## config.mk

```make
export PLATFORM = sky130hd
export DESIGN_NAME = sliding_window_receiver
export DESIGN_NICKNAME = d
export VERILOG_FILES = /design/src/rtl/swr_pkg.sv /design/src/rtl/swr_rem_unit.sv /design/src/rtl/sliding_window_receiver.sv
export SDC_FILE = /design/constraint.sdc
export NUM_CORES = 1
export LEC_CHECK = 0
export BUFFER_PORTS_ARGS = -buffer_cell sky130_fd_sc_hd__buf_4
export CORE_ASPECT_RATIO = 1.5
export CORE_UTILIZATION = 45
export DETAILED_ROUTE_END_ITERATION = 7
export PLACE_DENSITY_LB_ADDON = 0.05
export REMOVE_ABC_BUFFERS = 1
export SLEW_MARGIN = 20
export SYNTH_ARGS = -nofsm -noshare
export SYNTH_HDL_FRONTEND = slang
export SYNTH_SLANG_ARGS = --single-unit
```

## constraint.sdc

```tcl
create_clock -name clock -period 18.99 [get_ports clock]
set_input_delay 1.899 -clock clock [delete_from_list [all_inputs] [get_ports clock]]
set_output_delay 1.899 -clock clock [all_outputs]
set_load 0.05 [all_outputs]
```

## src/rtl/swr_pkg.sv

```systemverilog
// Shared types, constants and helper functions for the sliding-window receiver.
// Used by swr_rem_unit and sliding_window_receiver; depends on nothing else.
package swr_pkg;

   localparam int WINDOW_MAX  = 16;
   localparam int MAX_PAYLOAD = 500;
   localparam int IDX_W       = $clog2(WINDOW_MAX);
   localparam int WIN_W       = 5;
   localparam int SEQ_W       = 32;
   localparam int HLEN_W      = 16;
   localparam int LEN_W       = 9;
   localparam int KIND_W      = 3;

   localparam logic [WIN_W-1:0]  WINDOW_RESET = 5'd8;
   localparam logic [HLEN_W-1:0] HDR_ONLY_LEN = 16'd8;
   localparam logic [HLEN_W-1:0] HDR_EOF_LEN  = 16'd12;
   localparam logic [HLEN_W-1:0] MAX_FRAME    = HDR_EOF_LEN + HLEN_W'(MAX_PAYLOAD);

   localparam int REQ_TDATA_W = 96;
   localparam int RSP_TDATA_W = 112;

   typedef enum logic [2:0] {
      ST_IDLE,
      ST_REMAINDER,
      ST_CLASSIFY,
      ST_DELIVER,
      ST_ACK
   } state_type;

   typedef enum logic [KIND_W-1:0] {
      KIND_MALFORMED = 3'd0,
      KIND_OUTSIDE   = 3'd1,
      KIND_DUPLICATE = 3'd2,
      KIND_ACK_ONLY  = 3'd3,
      KIND_STORED    = 3'd4,
      KIND_DELIVER   = 3'd5,
      KIND_SEND_ACK  = 3'd6
   } kind_type;

   typedef struct packed {
      kind_type          kind;
      logic [SEQ_W-1:0]  slot_seq;
      logic [LEN_W-1:0]  payload_length;
      logic [SEQ_W-1:0]  ack_out;
      logic [SEQ_W-1:0]  send_base;
      logic              eof_seen;
      logic              all_delivered;
      logic              last;
   } result_type;

   // Window sizes of zero act as one, sizes beyond the slot count are capped.
   function automatic logic [WIN_W-1:0] eff_window(input logic [WIN_W-1:0] w);
      logic [WIN_W-1:0] r;
      r = w;
      if (w == '0) begin
         r = WIN_W'(1);
      end else if (w > WIN_W'(WINDOW_MAX)) begin
         r = WIN_W'(WINDOW_MAX);
      end
      return r;
   endfunction

   function automatic logic [RSP_TDATA_W-1:0] pack_rsp(input result_type r);
      logic [RSP_TDATA_W-1:0] d;
      d = '0;
      d[31:0]   = r.slot_seq;
      d[40:32]  = r.payload_length;
      d[72:41]  = r.ack_out;
      d[104:73] = r.send_base;
      d[105]    = r.eof_seen;
      d[106]    = r.all_delivered;
      return d;
   endfunction

endpackage

```

## src/rtl/swr_rem_unit.sv

```systemverilog
// Bit-serial remainder unit: a 32-bit dividend modulo a small divisor.
// Depends on swr_pkg; one dividend bit is consumed per cycle.
module swr_rem_unit (
   input  logic                        clock,
   input  logic                        reset,
   input  logic                        start,
   input  logic [swr_pkg::SEQ_W-1:0]   dividend,
   input  logic [swr_pkg::WIN_W-1:0]   divisor,
   output logic                        done,
   output logic [swr_pkg::WIN_W-1:0]   remainder
);
   import swr_pkg::*;

   localparam int CNT_W = $clog2(SEQ_W);

   logic                busy_ff, busy_in;
   logic                done_ff, done_in;
   logic [CNT_W-1:0]    count_ff, count_in;
   logic [SEQ_W-1:0]    dividend_ff, dividend_in;
   logic [WIN_W-1:0]    divisor_ff, divisor_in;
   logic [WIN_W-1:0]    rem_ff, rem_in;
   logic [WIN_W:0]      trial;

   assign trial = {rem_ff, dividend_ff[SEQ_W-1]};

   always_comb begin
      busy_in     = busy_ff;
      done_in     = 1'b0;
      count_in    = count_ff;
      dividend_in = dividend_ff;
      divisor_in  = divisor_ff;
      rem_in      = rem_ff;
      if (start) begin
         busy_in     = 1'b1;
         count_in    = '0;
         dividend_in = dividend;
         divisor_in  = divisor;
         rem_in      = '0;
      end else if (busy_ff) begin
         dividend_in = {dividend_ff[SEQ_W-2:0], 1'b0};
         // The partial remainder stays below the divisor, so it fits the divisor width.
         if (trial >= {1'b0, divisor_ff}) begin
            rem_in = WIN_W'(trial - {1'b0, divisor_ff});
         end else begin
            rem_in = trial[WIN_W-1:0];
         end
         count_in = count_ff + CNT_W'(1);
         if (count_ff == CNT_W'(SEQ_W - 1)) begin
            busy_in = 1'b0;
            done_in = 1'b1;
         end
      end
   end

   always_ff @(posedge clock) begin
      if (reset) begin
         busy_ff <= 1'b0;
         done_ff <= 1'b0;
      end else begin
         busy_ff <= busy_in;
         done_ff <= done_in;
      end
      count_ff    <= count_in;
      dividend_ff <= dividend_in;
      divisor_ff  <= divisor_in;
      rem_ff      <= rem_in;
   end

   assign done      = done_ff;
   assign remainder = rem_ff;

endmodule

```

## src/rtl/sliding_window_receiver.sv

```systemverilog
// Selective-repeat receive window: classifies one packet header per beat, stores
// in-window slots and releases in-order slots followed by an acknowledgement.
// Depends on swr_pkg and swr_rem_unit.
//
// An input beat is taken in the idle state and classified in the classify
// state, which also produces the first result; a packet that completes the
// in-order run then releases one delivered slot per cycle while the result
// side does not stall, and then one acknowledgement. Slot lengths live in a
// 16-entry memory with a registered read; the lookahead read of the next slot
// overlaps the current delivery, and a slot stored and delivered in the same
// packet is forwarded past the memory. A write to the window register starts a
// remainder computation, one dividend bit per cycle, that re-aligns the slot
// index of the next expected sequence number; no input beat is accepted until
// that computation is done. The valid marks are flip-flops, so reset needs no
// clearing pass.
module sliding_window_receiver (
   input  logic                             clock,
   input  logic                             reset,
   // req_tdata, lowest bit first: seq_number[31:0], ack_number[63:32],
   // header_length[79:64], received_bytes[95:80]
   input  logic                             req_tvalid,
   output logic                             req_tready,
   input  logic [swr_pkg::REQ_TDATA_W-1:0]  req_tdata,
   // req_tuser: checksum_ok
   input  logic                             req_tuser,
   // rsp_tdata, lowest bit first: slot_seq[31:0], payload_length[40:32],
   // ack_out[72:41], send_base[104:73], eof_seen[105], all_delivered[106], zeros
   output logic                             rsp_tvalid,
   input  logic                             rsp_tready,
   output logic [swr_pkg::RSP_TDATA_W-1:0]  rsp_tdata,
   // rsp_tuser: kind
   output logic [swr_pkg::KIND_W-1:0]       rsp_tuser,
   output logic                             rsp_tlast,
   input  logic                             csr_valid,
   output logic                             csr_ready,
   input  logic [swr_pkg::WIN_W-1:0]        csr_data
);
   import swr_pkg::*;

   state_type                 state_ff, state_in;
   logic [WIN_W-1:0]          window_ff, window_in;
   logic [SEQ_W-1:0]          expected_ff, expected_in;
   logic [IDX_W-1:0]          exp_idx_ff, exp_idx_in;
   logic [SEQ_W-1:0]          base_ff, base_in;
   logic                      eof_ff, eof_in;
   logic                      done_ff, done_in;
   logic [WINDOW_MAX-1:0]     valid_ff, valid_in;
   logic                      rsp_valid_ff, rsp_valid_in;
   result_type                rsp_ff, rsp_in;

   // Latched request beat.
   logic [SEQ_W-1:0]          seq_ff, ack_ff;
   logic [HLEN_W-1:0]         hlen_ff, nbytes_ff;
   logic                      ck_ff;

   // Slot length memory and its read port.
   logic [LEN_W-1:0]          len_mem [WINDOW_MAX];
   logic                      mem_we;
   logic [IDX_W-1:0]          mem_waddr;
   logic                      rd_en;
   logic [IDX_W-1:0]          rd_addr;
   logic                      byp_en;
   logic [LEN_W-1:0]          rd_len_ff;

   logic                      rem_start, rem_done;
   logic [WIN_W-1:0]          rem_value;

   logic                      req_acc, csr_acc, out_free;
   logic [WIN_W-1:0]          win;
   logic                      malformed;
   logic [SEQ_W:0]            seq_offset;
   logic                      in_window;
   logic [WIN_W-1:0]          idx_sum;
   logic [IDX_W-1:0]          slot_idx;
   logic [LEN_W-1:0]          pay_len;
   logic [SEQ_W-1:0]          base_upd;
   logic [WIN_W-1:0]          idx_inc;
   logic [IDX_W-1:0]          next_idx;

   swr_rem_unit u_rem (
      .clock     (clock),
      .reset     (reset),
      .start     (rem_start),
      .dividend  (expected_ff),
      .divisor   (eff_window(window_in)),
      .done      (rem_done),
      .remainder (rem_value)
   );

   assign csr_ready  = (state_ff == ST_IDLE);
   assign req_tready = (state_ff == ST_IDLE) && !csr_valid;
   assign csr_acc    = csr_valid && csr_ready;
   assign req_acc    = req_tvalid && req_tready;
   assign out_free   = !rsp_valid_ff || rsp_tready;

   assign win = eff_window(window_ff);

   assign malformed = (nbytes_ff < HDR_ONLY_LEN) || (hlen_ff != nbytes_ff) ||
                      ((nbytes_ff > HDR_ONLY_LEN) && (nbytes_ff < HDR_EOF_LEN)) ||
                      (nbytes_ff > MAX_FRAME) || !ck_ff;

   // A borrow means the sequence lies below the window.
   assign seq_offset = {1'b0, seq_ff} - {1'b0, expected_ff};
   assign in_window  = !seq_offset[SEQ_W] && (seq_offset[SEQ_W-1:0] < SEQ_W'(win));

   // Inside the window the offset is below the window size, so one
   // conditional subtract brings the index back into range.
   assign idx_sum  = WIN_W'(exp_idx_ff) + WIN_W'(seq_offset[IDX_W-1:0]);
   assign slot_idx = (idx_sum >= win) ? IDX_W'(idx_sum - win) : idx_sum[IDX_W-1:0];

   assign pay_len  = LEN_W'(nbytes_ff - HDR_EOF_LEN);
   assign base_upd = (base_ff < ack_ff) ? ack_ff : base_ff;

   // The expected sequence wraps to zero after the top value, and so does its index.
   assign idx_inc  = WIN_W'(exp_idx_ff) + WIN_W'(1);
   assign next_idx = (expected_ff == '1 || idx_inc == win) ? '0 : idx_inc[IDX_W-1:0];

   always_comb begin
      state_in     = state_ff;
      window_in    = window_ff;
      expected_in  = expected_ff;
      exp_idx_in   = exp_idx_ff;
      base_in      = base_ff;
      eof_in       = eof_ff;
      done_in      = done_ff;
      valid_in     = valid_ff;
      rsp_valid_in = rsp_valid_ff && !rsp_tready;
      rsp_in       = rsp_ff;
      mem_we       = 1'b0;
      mem_waddr    = slot_idx;
      rd_en        = 1'b0;
      rd_addr      = next_idx;
      byp_en       = 1'b0;
      rem_start    = 1'b0;

      unique case (state_ff)
         ST_IDLE: begin
            if (csr_acc) begin
               window_in = csr_data;
               valid_in  = '0;
               rem_start = 1'b1;
               state_in  = ST_REMAINDER;
            end else if (req_acc) begin
               state_in = ST_CLASSIFY;
            end
         end
         ST_REMAINDER: begin
            if (rem_done) begin
               exp_idx_in = rem_value[IDX_W-1:0];
               state_in   = ST_IDLE;
            end
         end
         ST_CLASSIFY: begin
            if (out_free) begin
               rsp_valid_in          = 1'b1;
               rsp_in.slot_seq       = '0;
               rsp_in.payload_length = '0;
               rsp_in.ack_out        = expected_ff;
               rsp_in.send_base      = base_upd;
               rsp_in.eof_seen       = eof_ff;
               rsp_in.all_delivered  = done_ff;
               rsp_in.last           = 1'b1;
               state_in              = ST_IDLE;
               priority if (malformed) begin
                  rsp_in.kind      = KIND_MALFORMED;
                  rsp_in.send_base = base_ff;
               end else if (nbytes_ff == HDR_ONLY_LEN) begin
                  base_in     = base_upd;
                  rsp_in.kind = KIND_ACK_ONLY;
               end else if (!in_window) begin
                  base_in     = base_upd;
                  rsp_in.kind = KIND_OUTSIDE;
               end else if (valid_ff[slot_idx]) begin
                  base_in     = base_upd;
                  rsp_in.kind = KIND_DUPLICATE;
               end else begin
                  base_in               = base_upd;
                  eof_in                = eof_ff || (nbytes_ff == HDR_EOF_LEN);
                  mem_we                = 1'b1;
                  rsp_in.kind           = KIND_STORED;
                  rsp_in.slot_seq       = seq_ff;
                  rsp_in.payload_length = pay_len;
                  rsp_in.eof_seen       = eof_in;
                  if (seq_offset[SEQ_W-1:0] == '0) begin
                     // In order: the slot goes straight out, so its length is
                     // forwarded and its valid mark is never set.
                     byp_en      = 1'b1;
                     rsp_in.last = 1'b0;
                     state_in    = ST_DELIVER;
                  end else begin
                     valid_in[slot_idx] = 1'b1;
                  end
               end
            end
         end
         ST_DELIVER: begin
            if (out_free) begin
               rsp_valid_in          = 1'b1;
               rsp_in.kind           = KIND_DELIVER;
               rsp_in.slot_seq       = expected_ff;
               rsp_in.payload_length = rd_len_ff;
               rsp_in.ack_out        = expected_ff + SEQ_W'(1);
               rsp_in.send_base      = base_ff;
               rsp_in.eof_seen       = eof_ff;
               rsp_in.all_delivered  = done_ff;
               rsp_in.last           = 1'b0;
               expected_in           = expected_ff + SEQ_W'(1);
               exp_idx_in            = next_idx;
               // Look ahead at the next slot while this one is handed out.
               if (valid_ff[next_idx]) begin
                  rd_en              = 1'b1;
                  valid_in[next_idx] = 1'b0;
               end else begin
                  state_in = ST_ACK;
               end
            end
         end
         ST_ACK: begin
            if (out_free) begin
               done_in               = done_ff || (eof_ff && (valid_ff == '0));
               rsp_valid_in          = 1'b1;
               rsp_in.kind           = KIND_SEND_ACK;
               rsp_in.slot_seq       = '0;
               rsp_in.payload_length = '0;
               rsp_in.ack_out        = expected_ff;
               rsp_in.send_base      = base_ff;
               rsp_in.eof_seen       = eof_ff;
               rsp_in.all_delivered  = done_in;
               rsp_in.last           = 1'b1;
               state_in              = ST_IDLE;
            end
         end
         default: begin
            state_in = ST_IDLE;
         end
      endcase
   end

   always_ff @(posedge clock) begin
      if (reset) begin
         state_ff     <= ST_IDLE;
         window_ff    <= WINDOW_RESET;
         expected_ff  <= SEQ_W'(1);
         exp_idx_ff   <= IDX_W'(1);
         base_ff      <= SEQ_W'(1);
         eof_ff       <= 1'b0;
         done_ff      <= 1'b0;
         valid_ff     <= '0;
         rsp_valid_ff <= 1'b0;
      end else begin
         state_ff     <= state_in;
         window_ff    <= window_in;
         expected_ff  <= expected_in;
         exp_idx_ff   <= exp_idx_in;
         base_ff      <= base_in;
         eof_ff       <= eof_in;
         done_ff      <= done_in;
         valid_ff     <= valid_in;
         rsp_valid_ff <= rsp_valid_in;
      end
      rsp_ff <= rsp_in;
   end

   always_ff @(posedge clock) begin
      if (req_acc) begin
         seq_ff    <= req_tdata[31:0];
         ack_ff    <= req_tdata[63:32];
         hlen_ff   <= req_tdata[79:64];
         nbytes_ff <= req_tdata[95:80];
         ck_ff     <= req_tuser;
      end
   end

   always_ff @(posedge clock) begin
      if (mem_we) begin
         len_mem[mem_waddr] <= pay_len;
      end
      if (byp_en) begin
         rd_len_ff <= pay_len;
      end else if (rd_en) begin
         rd_len_ff <= len_mem[rd_addr];
      end
   end

   assign rsp_tvalid = rsp_valid_ff;
   assign rsp_tdata  = pack_rsp(rsp_ff);
   assign rsp_tuser  = rsp_ff.kind;
   assign rsp_tlast  = rsp_ff.last;

endmodule
```

==> run metrics, run 1 <==
status completed; Final Skew 0.0177 ns; Netlist Area Pre-Place 25200 um2; post-route clock period utilization 33.4%; Crit Path Max Fanout 17; final setup fails 0; post_cts resized 0; Worst EP arrival 6.58 ns; Slew @ Worst Pin 1.11 ns; RR Startpoint expected_ff[0]; Hold Path End u_rem.remainder[4]; Routed Wire Length 72.7 mm; # port buffers 220; DIE WIDTH 195 um; Congestion Overflow GR 0; Min Hold Slack 0.490 ns; core box area 55000 um2; post-DP HPWL 51.7 mm; Critical Path Start expected_ff[0]; first-pass GRT wire length 111 mm; final net count 2633; crit path time final 6.34 ns; sequential element share of the synthesized area 55.9%; cell with the most instances after synthesis edfxtp_1; Yosys top cell by area edfxtp_1; GRT Util Overall 25.5%; CP Cell Sequence ha_1, inv_1, fa_1, xor2_1, ha_1, a21oi_1, xnor2_1, ha_1, nand4_1, and3_1, a22o_1, nor2_1, mux2i_1, mux4_2, mux2i_1, or3_1, buf_4, nor4_2; Max Slew Vio Count 0; vias in the first global route 18800; Synth area leaders edfxtp_1 (47%), dfxtp_1 (8.5%), ha_1 (4.4%), mux2i_1 (3.0%), xnor2_1 (2.8%); dpl ws 12.66 ns; initial core utilization 45.8%; r2r worst-path depth 18; hold wc startpoint u_rem.remainder[4]; Yosys reg bits 505; DIE HEIGHT 292 um; CTS tree built; unrepaired setup endpoints after global routing no; f_max 158 MHz; P_leak 10.8 nW; largest net degree at the start of global routing 95; Post-synth top flop edfxtp_1; cts bufs inserted 49; register clock-pin slew on the reported worst setup and hold paths 0.06 ns; post-synth top area share 47.4%; Power Density 96.6 nW/um2; Post-CTS Setup Inserts 0; Avg Cell Area, Syn 11.2 um2; startpoint types flop; DRC 0; H-tree levels 2; EDFF count, synth 398; critical path type reg -> reg; Max-Cap Viols 0; setup ws final 12.65 ns; Final Hold Vio Count 0; most frequent cell on the critical path ha_1; synth unique cells 83; RR Endpoint len_mem[3][5]; CP Data Required Time 19.23 ns; Detail Route Antenna Nets 0; initial antenna violation count 0; total die area 57000 um2; area delta synth->final 15.8%; Cells after Synth 2255; ys async rst share 0%; crit path max-delay cell type nor4_2; Sink Count 505; Hold WC Path Type reg -> reg; gp weighted congestion 0.956; CTS Buffer Depth 3; Root Driver clkbuf_16; reg2reg setup slack 12.65 ns; hold-fix buffer count after cts 0; I/O Pins 226; peak supply drop 0.0000591 V; WL/cell 22.9 um; ratio of cells with drive above 1 in the final layout 16.9%; top cells by count, synth edfxtp_1 (398), nor2_1 (178), nand2_1 (164); critical path endpoint category flop; Slew HR 25.4%; Clock Latency Late Sink 0.62 ns; WHS Path Cells 2; vias after detailed routing 18400; Iteration-0 DRC Markers 1200; Synth warnings 0; CP peak stage delay 0.79 ns; Core Rows 105; sum of negative setup slack 0 ns; Diodes inserted 0; Via density 5.79; first drt pass iteration count 7
-- worst max-delay path by stage --
stage	end	slack, ns	cells past startpoint
detailed placement	len_mem[3][5]	12.66	18
floorplan	rsp_tdata[0]	11.78	2
global route	len_mem[3][3]	12.23	18
finish	len_mem[3][5]	12.65	18
global placement	len_mem[3][5]	12.86	18
CTS	len_mem[3][5]	12.62	18
-- worst max-delay path: cells and delay by family, from the launching register on --
kind	cells	cell delay, ns
compound gates	2	0.37
xor+xnor	2	0.44
fa+ha+maj	4	1.31
buf+inv	2	0.28
flops	1	0.54
mux	3	0.72
simple gates	5	2.28
-- registers in the layout (all words and copies together) (netlist names), 5 cells and up --
register / count
len_mem: 144
rsp_tdata: 107
ack_ff: 32
base_ff: 32
expected_ff: 32
seq_ff: 32
u_rem.dividend_ff: 32
hlen_ff: 16
nbytes_ff: 16
valid_ff: 16
rd_len_ff: 9
u_rem.count_ff: 5
u_rem.divisor_ff: 5
u_rem.remainder: 5
window_ff: 5
-- area by class of cell --
type                       count  area (um2)
multi-input combinational   1492       10200
timing repair buffer         257        1930
clock buffer                  67        1370
tap                          695         870
inverter                     128         480
clock inverter                25         328
fill                        4847       25800
sequential                   505       14100
-- metrics by stage --
stage	cell area (um2)	std cells	power (W)	utilization (%)
2_1_floorplan	24700	2125	0.00162	-
3_3_place_gp	27500	3077	0.00180	50.0
3_5_place_dp	27500	3077	0.00180	50.0
4_1_cts	29200	3169	0.00285	53.1
5_1_grt	29200	3169	0.00292	53.1
6_report	29200	3169	0.00282	53.1
-- logic make-up (layout without fill, tap and decap cells) --
group                      Yosys count  in the layout  share of synthesized area [%]
DFF                                505            505                           55.9
buffers and inverters              262            477                           4.12
muxes                              130            130                           5.65
adders and majority gates           93             93                           4.73
other                                1              5                         0.0149
xor gates and xnor gates            96             96                           3.33
AOI/OAI and AO/OA                  496            496                           13.2
and+or+nand+nor                    672            672                           13.1
-- cell usage in the layout (no fill, tap or decap), types with 13 or more instances in the layout --
cell,count
inv_1,128
nor2_1,177
nor2b_1,31
nor4_1,31
a211oi_1,35
or3_1,28
dfxtp_1,106
nand3_1,54
o22ai_1,16
mux2i_1,75
nand4_1,46
nand2b_1,33
clkbuf_1,13
o211ai_1,14
ha_1,88
a22o_1,34
edfxtp_1,398
o21ai_0,128
a21o_1,35
xnor2_1,82
and3_1,15
mux2_2,50
nor3_1,52
a221oi_1,23
a21oi_1,111
buf_4,257
xor2_1,14
clkbuf_16,51
nand2_1,163
-- power by group --
part           switching (W)  internal [W]
Clock               0.000439      0.000602
Combinational       0.000338      0.000145
Sequential         0.0000357       0.00126
-- routing by layer --
metal / wire [um] / part of all wire, % / track usage, % / vias up
met5: 0 / 0 / 0 / -
met1: 27900 / 38 / 28.7 / 8918
met3: 3060 / 4.2 / 3.30 / 157
met4: 3230 / 4.4 / 11.7 / 0
met2: 38500 / 53 / 47.5 / 574
li1: - / - / - / 8703
Note: power is estimated with default switching activity, not from simulation.
==> run 2: changes to the inputs <==
==> constraint.sdc (replaced) <==
create_clock -name clock -period 5.84 [get_ports clock]
set_input_delay 0.584 -clock clock [delete_from_list [all_inputs] [get_ports clock]]
set_output_delay 0.584 -clock clock [all_outputs]
set_load 0.05 [all_outputs]
==> run metrics, run 2 (same netlist as run 1, synthesis figures left out) <==
status completed; Sink Count 505; Core Rows 105; most frequent cell on the critical path inv_1; Final Skew 0.0291 ns; ratio of cells with drive above 1 in the final layout 17.5%; total power draw 0.00909 W; Slew HR 24.5%; Congestion Overflow GR 0; unrepaired setup endpoints after global routing no; Hold WC Path Type in -> reg; Power Density 309 nW/um2; WL/cell 23.1 um; Buf/Inv on CP 5; CTS Buffer Depth 3; first drt pass iteration count 6; register clock-pin slew on the reported worst setup and hold paths 0.06 ns; Clock Latency Late Sink 0.62 ns; startpoint types flop; Area after DPL 27700 um2; Slew @ Worst Pin 1.12 ns; Max-Cap Viols 0; metal2 WL 39.2 mm; DIE WIDTH 195 um; final net count 2655; GRT Util Overall 25.5%; cts bufs inserted 51; CP peak stage delay 0.56 ns; gp weighted congestion 0.953; final setup fails 0; Iteration-0 DRC Markers 1262; initial core utilization 45.8%; DIE HEIGHT 292 um; delay-heaviest family, CP adder cells; design area 29400 um2; Max Used Layer met4; CTS tree built; hold-fix buffer count after cts 0; vias after detailed routing 18600; Root Driver clkbuf_16; critical path type reg -> reg; M1 wire length 28.3 mm; initial antenna violation count 0; max reg flops 144; commonest non-fill, non-tap cell in the layout edfxtp_1; H-tree levels 2; I/O Pins 226; Worst EP arrival 5.81 ns; P_leak 10.9 nW; Via density 5.83; f_max 182 MHz; FILL cells 4862; Routed Wire Length 73.6 mm; Final Hold Vio Count 0; post-DP HPWL 52.6 mm; area delta synth->final 16.4%; # port buffers 220; Largest Register len_mem; Detail Route Antenna Nets 0; vias in the first global route 18700; peak supply drop 0.000224 V; CP Data Required Time 6.16 ns; final core utilization 53.3%; metal3 WL 3.13 mm; post-route clock period utilization 94.0%; critical path endpoint category flop; commonest non-fill, non-tap cells in the layout edfxtp_1 (398), buf_4 (277), nor2_1 (177); largest net degree at the start of global routing 77; first-pass GRT wire length 111 mm; total die area 57000 um2; DRC 0; CP Cell Sequence inv_1, ha_1, inv_1, fa_1, inv_1, fa_1, xnor2_1, ha_1, o21ai_0, a21o_1, nand3b_1, a21oi_2, mux2i_2, mux4_2, mux2i_1, or3_1, buf_4, nor4_1, buf_4; Diodes inserted 0; Max Slew Vio Count 0; crit path time final 5.49 ns; Crit Path Max Fanout 11; crit path max-delay cell type or3_1; core box area 55000 um2
==> run 2: worst paths after layout <==
check                          start            endpoint  slack, ns  cells after the start
setup / recovery           seq_ff[0]      len_mem[15][5]       0.35                     19
hold / removal         req_tdata[81]        nbytes_ff[1]       0.15                      1
hold reg to reg   u_rem.remainder[4]  u_rem.remainder[4]       0.49                      2
setup reg to reg           seq_ff[0]      len_mem[15][5]       0.35                     19
==> run 2: area by class of cell <==
| class | instances | area, um2 | share of cell area [%] |
|---|---|---|---|
| clock buffers | 74 | 1460 | 4.99 |
| multi-input cells | 1492 | 10200 | 34.7 |
| inverters | 128 | 480 | 1.64 |
| clock inverters | 21 | 191 | 0.652 |
| flip-flops and latches | 505 | 14100 | 48.0 |
| repair buffers | 277 | 2080 | 7.08 |
| well taps | 695 | 870 | 2.96 |
==> run 2: routing by layer <==
metal  up-vias  track usage [%]
met1      9155             29.0
met5         -                0
met2       547             47.7
li1       8762                -
met4         0             10.3
met3       141             3.49
==> run 2: power breakdown <==
group | internal, W | switching, W
Clock | 0.00184 | 0.00141
Combinational | 0.000499 | 0.00112
Sequential | 0.00411 | 0.000115
Total | 0.00644 | 0.00264
==> run 2: repair_timing <==
action,4_1_cts,5_1_grt
setup endpoints to repair,0,161
buffers inserted,0,1
gates resized for setup,0,4
==> run 2: per-stage QoR <==
step                worst slack, ns  TNS, ns  cells  hold WS, ns
floorplan                     -1.37  -303.21   2125        0.443
global placement              0.233        0   3096        0.475
detailed placement            0.124        0   3096        0.483
CTS                          0.0926        0   3191        0.106
global route                 0.0136        0   3192        0.108
finish                        0.350        0   3192        0.147
==> run 3: changes to the inputs <==
--- a/config.mk
+++ b/config.mk
@@ -5,7 +5,7 @@
 export SDC_FILE = /design/constraint.sdc
 export NUM_CORES = 1
 export LEC_CHECK = 0
-export BUFFER_PORTS_ARGS = -buffer_cell sky130_fd_sc_hd__buf_4
+export BUFFER_PORTS_ARGS = -buffer_cell sky130_fd_sc_hd__buf_2
 export CORE_ASPECT_RATIO = 1.5
 export CORE_UTILIZATION = 45
 export DETAILED_ROUTE_END_ITERATION = 7
==> run metrics, run 3 (same netlist as run 1, synthesis figures left out) <==
critical path type reg -> reg; H-tree levels 2; startpoint types flop; WL/cell 22.9 um; Reg area 14100 um2; Multi-input gate area 10200 um2; Congestion Overflow GR 0; Root Driver clkbuf_16; Routed Wire Length 73.1 mm; Detail Route Antenna Nets 0; Max Slew Vio Count 0; largest net degree at the start of global routing 103; vias in the first global route 18800; Worst EP arrival 5.78 ns; critical path endpoint category flop; first-pass GRT wire length 111 mm; max reg flops 144; area delta synth->final 14.6%; Slew @ Worst Pin 1.09 ns; post-DP HPWL 52.3 mm; total power draw 0.00922 W; Core Rows 105; register clock-pin slew on the reported worst setup and hold paths 0.07 ns; P_leak 10.7 nW; design area 28900 um2; initial core utilization 45.8%; f_max 183 MHz; crit path capture len_mem[2][8]; RR Endpoint len_mem[2][8]; CTS tree built; # port buffers 220; Via density 5.78; unrepaired setup endpoints after global routing no; CTS Buffer Depth 3; final net count 2657; Sink Count 505; crit path time final 5.47 ns; Crit Path Max Fanout 11; peak supply drop 0.000301 V; sum of negative setup slack 0 ns; hold-fix buffer count after cts 0; DIE HEIGHT 292 um; r2r worst-path depth 21; RR Startpoint seq_ff[0]; commonest non-fill, non-tap cells in the layout edfxtp_1 (398), buf_2 (219), nor2_1 (177); I/O Pins 226; core box area 55000 um2; ratio of cells with drive above 1 in the final layout 17.9%; GRT Util Overall 25.5%; Clock Latency Late Sink 0.62 ns; Final Skew 0.0239 ns; DRC 0; cts bufs inserted 50; first drt pass iteration count 6; CP Data Required Time 6.15 ns; initial antenna violation count 2; Max-Cap Viols 0; final setup fails 0; total die area 57000 um2; DIE WIDTH 195 um; status completed; Area after DPL 27100 um2; post-route clock period utilization 93.6%; Largest Register len_mem; vias after detailed routing 18500; Power Density 319 nW/um2; Final Hold Vio Count 0; reg2reg setup slack 0.37 ns; Hold WC Path Type in -> reg; Diodes inserted 0; commonest non-fill, non-tap cell in the layout edfxtp_1; Iteration-0 DRC Markers 1220; gp weighted congestion 0.930; FILL cells 4838; Slew HR 27.3%; Critical Path Start seq_ff[0]
[run 3: worst min path at each step]
stage                        from            endpoint  slack (ns)  cells after the start
6_report            req_tdata[26]          seq_ff[26]        0.13                      1
5_1_grt             req_tdata[26]          seq_ff[26]        0.11                      1
4_1_cts             req_tdata[26]          seq_ff[26]        0.11                      1
3_5_place_dp              done_ff             done_ff        0.48                      2
3_3_place_gp   u_rem.remainder[4]  u_rem.remainder[4]        0.47                      2
2_1_floorplan              eof_ff              eof_ff        0.44                      2
[run 3: layer usage]
layer	wire length (um)	track usage, %
met3	2990	3.20
met1	27700	27.9
met2	39600	49.3
met4	2790	10.2
met5	22	0
[run 3: where the power goes]
part           internal, W  total [W]  switching, W
combinational     0.000455    0.00158       0.00112
clock              0.00200    0.00343       0.00144
sequential         0.00411    0.00422      0.000110
total              0.00656    0.00922       0.00266
[run 3: stage by stage]
| stage | hold slack, ns | util, % | cells | setup WS (ns) |
|---|---|---|---|---|
| finish | 0.135 | 52.5 | 3192 | 0.373 |
| global route | 0.112 | 52.5 | 3192 | 0.0219 |
| CTS | 0.106 | 52.5 | 3191 | 0.0147 |
| detailed placement | 0.485 | 49.3 | 3099 | -0.154 |
| global placement | 0.473 | 49.3 | 3099 | 0.171 |
| floorplan | 0.443 | - | 2125 | -1.37 |
[run 3: cell type report]
cell class | instances | area share, %
sequential | 505 | 48.7
clock inverter | 33 | 1.53
timing repair buffer | 280 | 5.37
multi-input combinational | 1492 | 35.2
inverter | 128 | 1.66
clock buffer | 59 | 4.48
tap | 695 | 3.01
[run 3: critical path, cell delays in order (launching register included)]
cell,delay (ns)
edfxtp_1,0.35
inv_1,0.08
ha_1,0.18
inv_1,0.06
fa_1,0.47
xor2_2,0.23
ha_1,0.34
a21oi_1,0.18
xnor2_1,0.13
ha_1,0.34
nand4_1,0.16
and3_1,0.21
a22o_1,0.19
nor2_1,0.09
buf_4,0.21
mux2i_1,0.24
mux4_2,0.29
mux2i_1,0.11
or3_4,0.48
buf_4,0.18
nor4_1,0.37
buf_4,0.26
[run 3: repair_timing]
action                                  CTS  global route
gates resized for setup                   1             5
pin swaps                                 0             0
endpoints found under the setup margin    9           177
setup buffers                             0             1
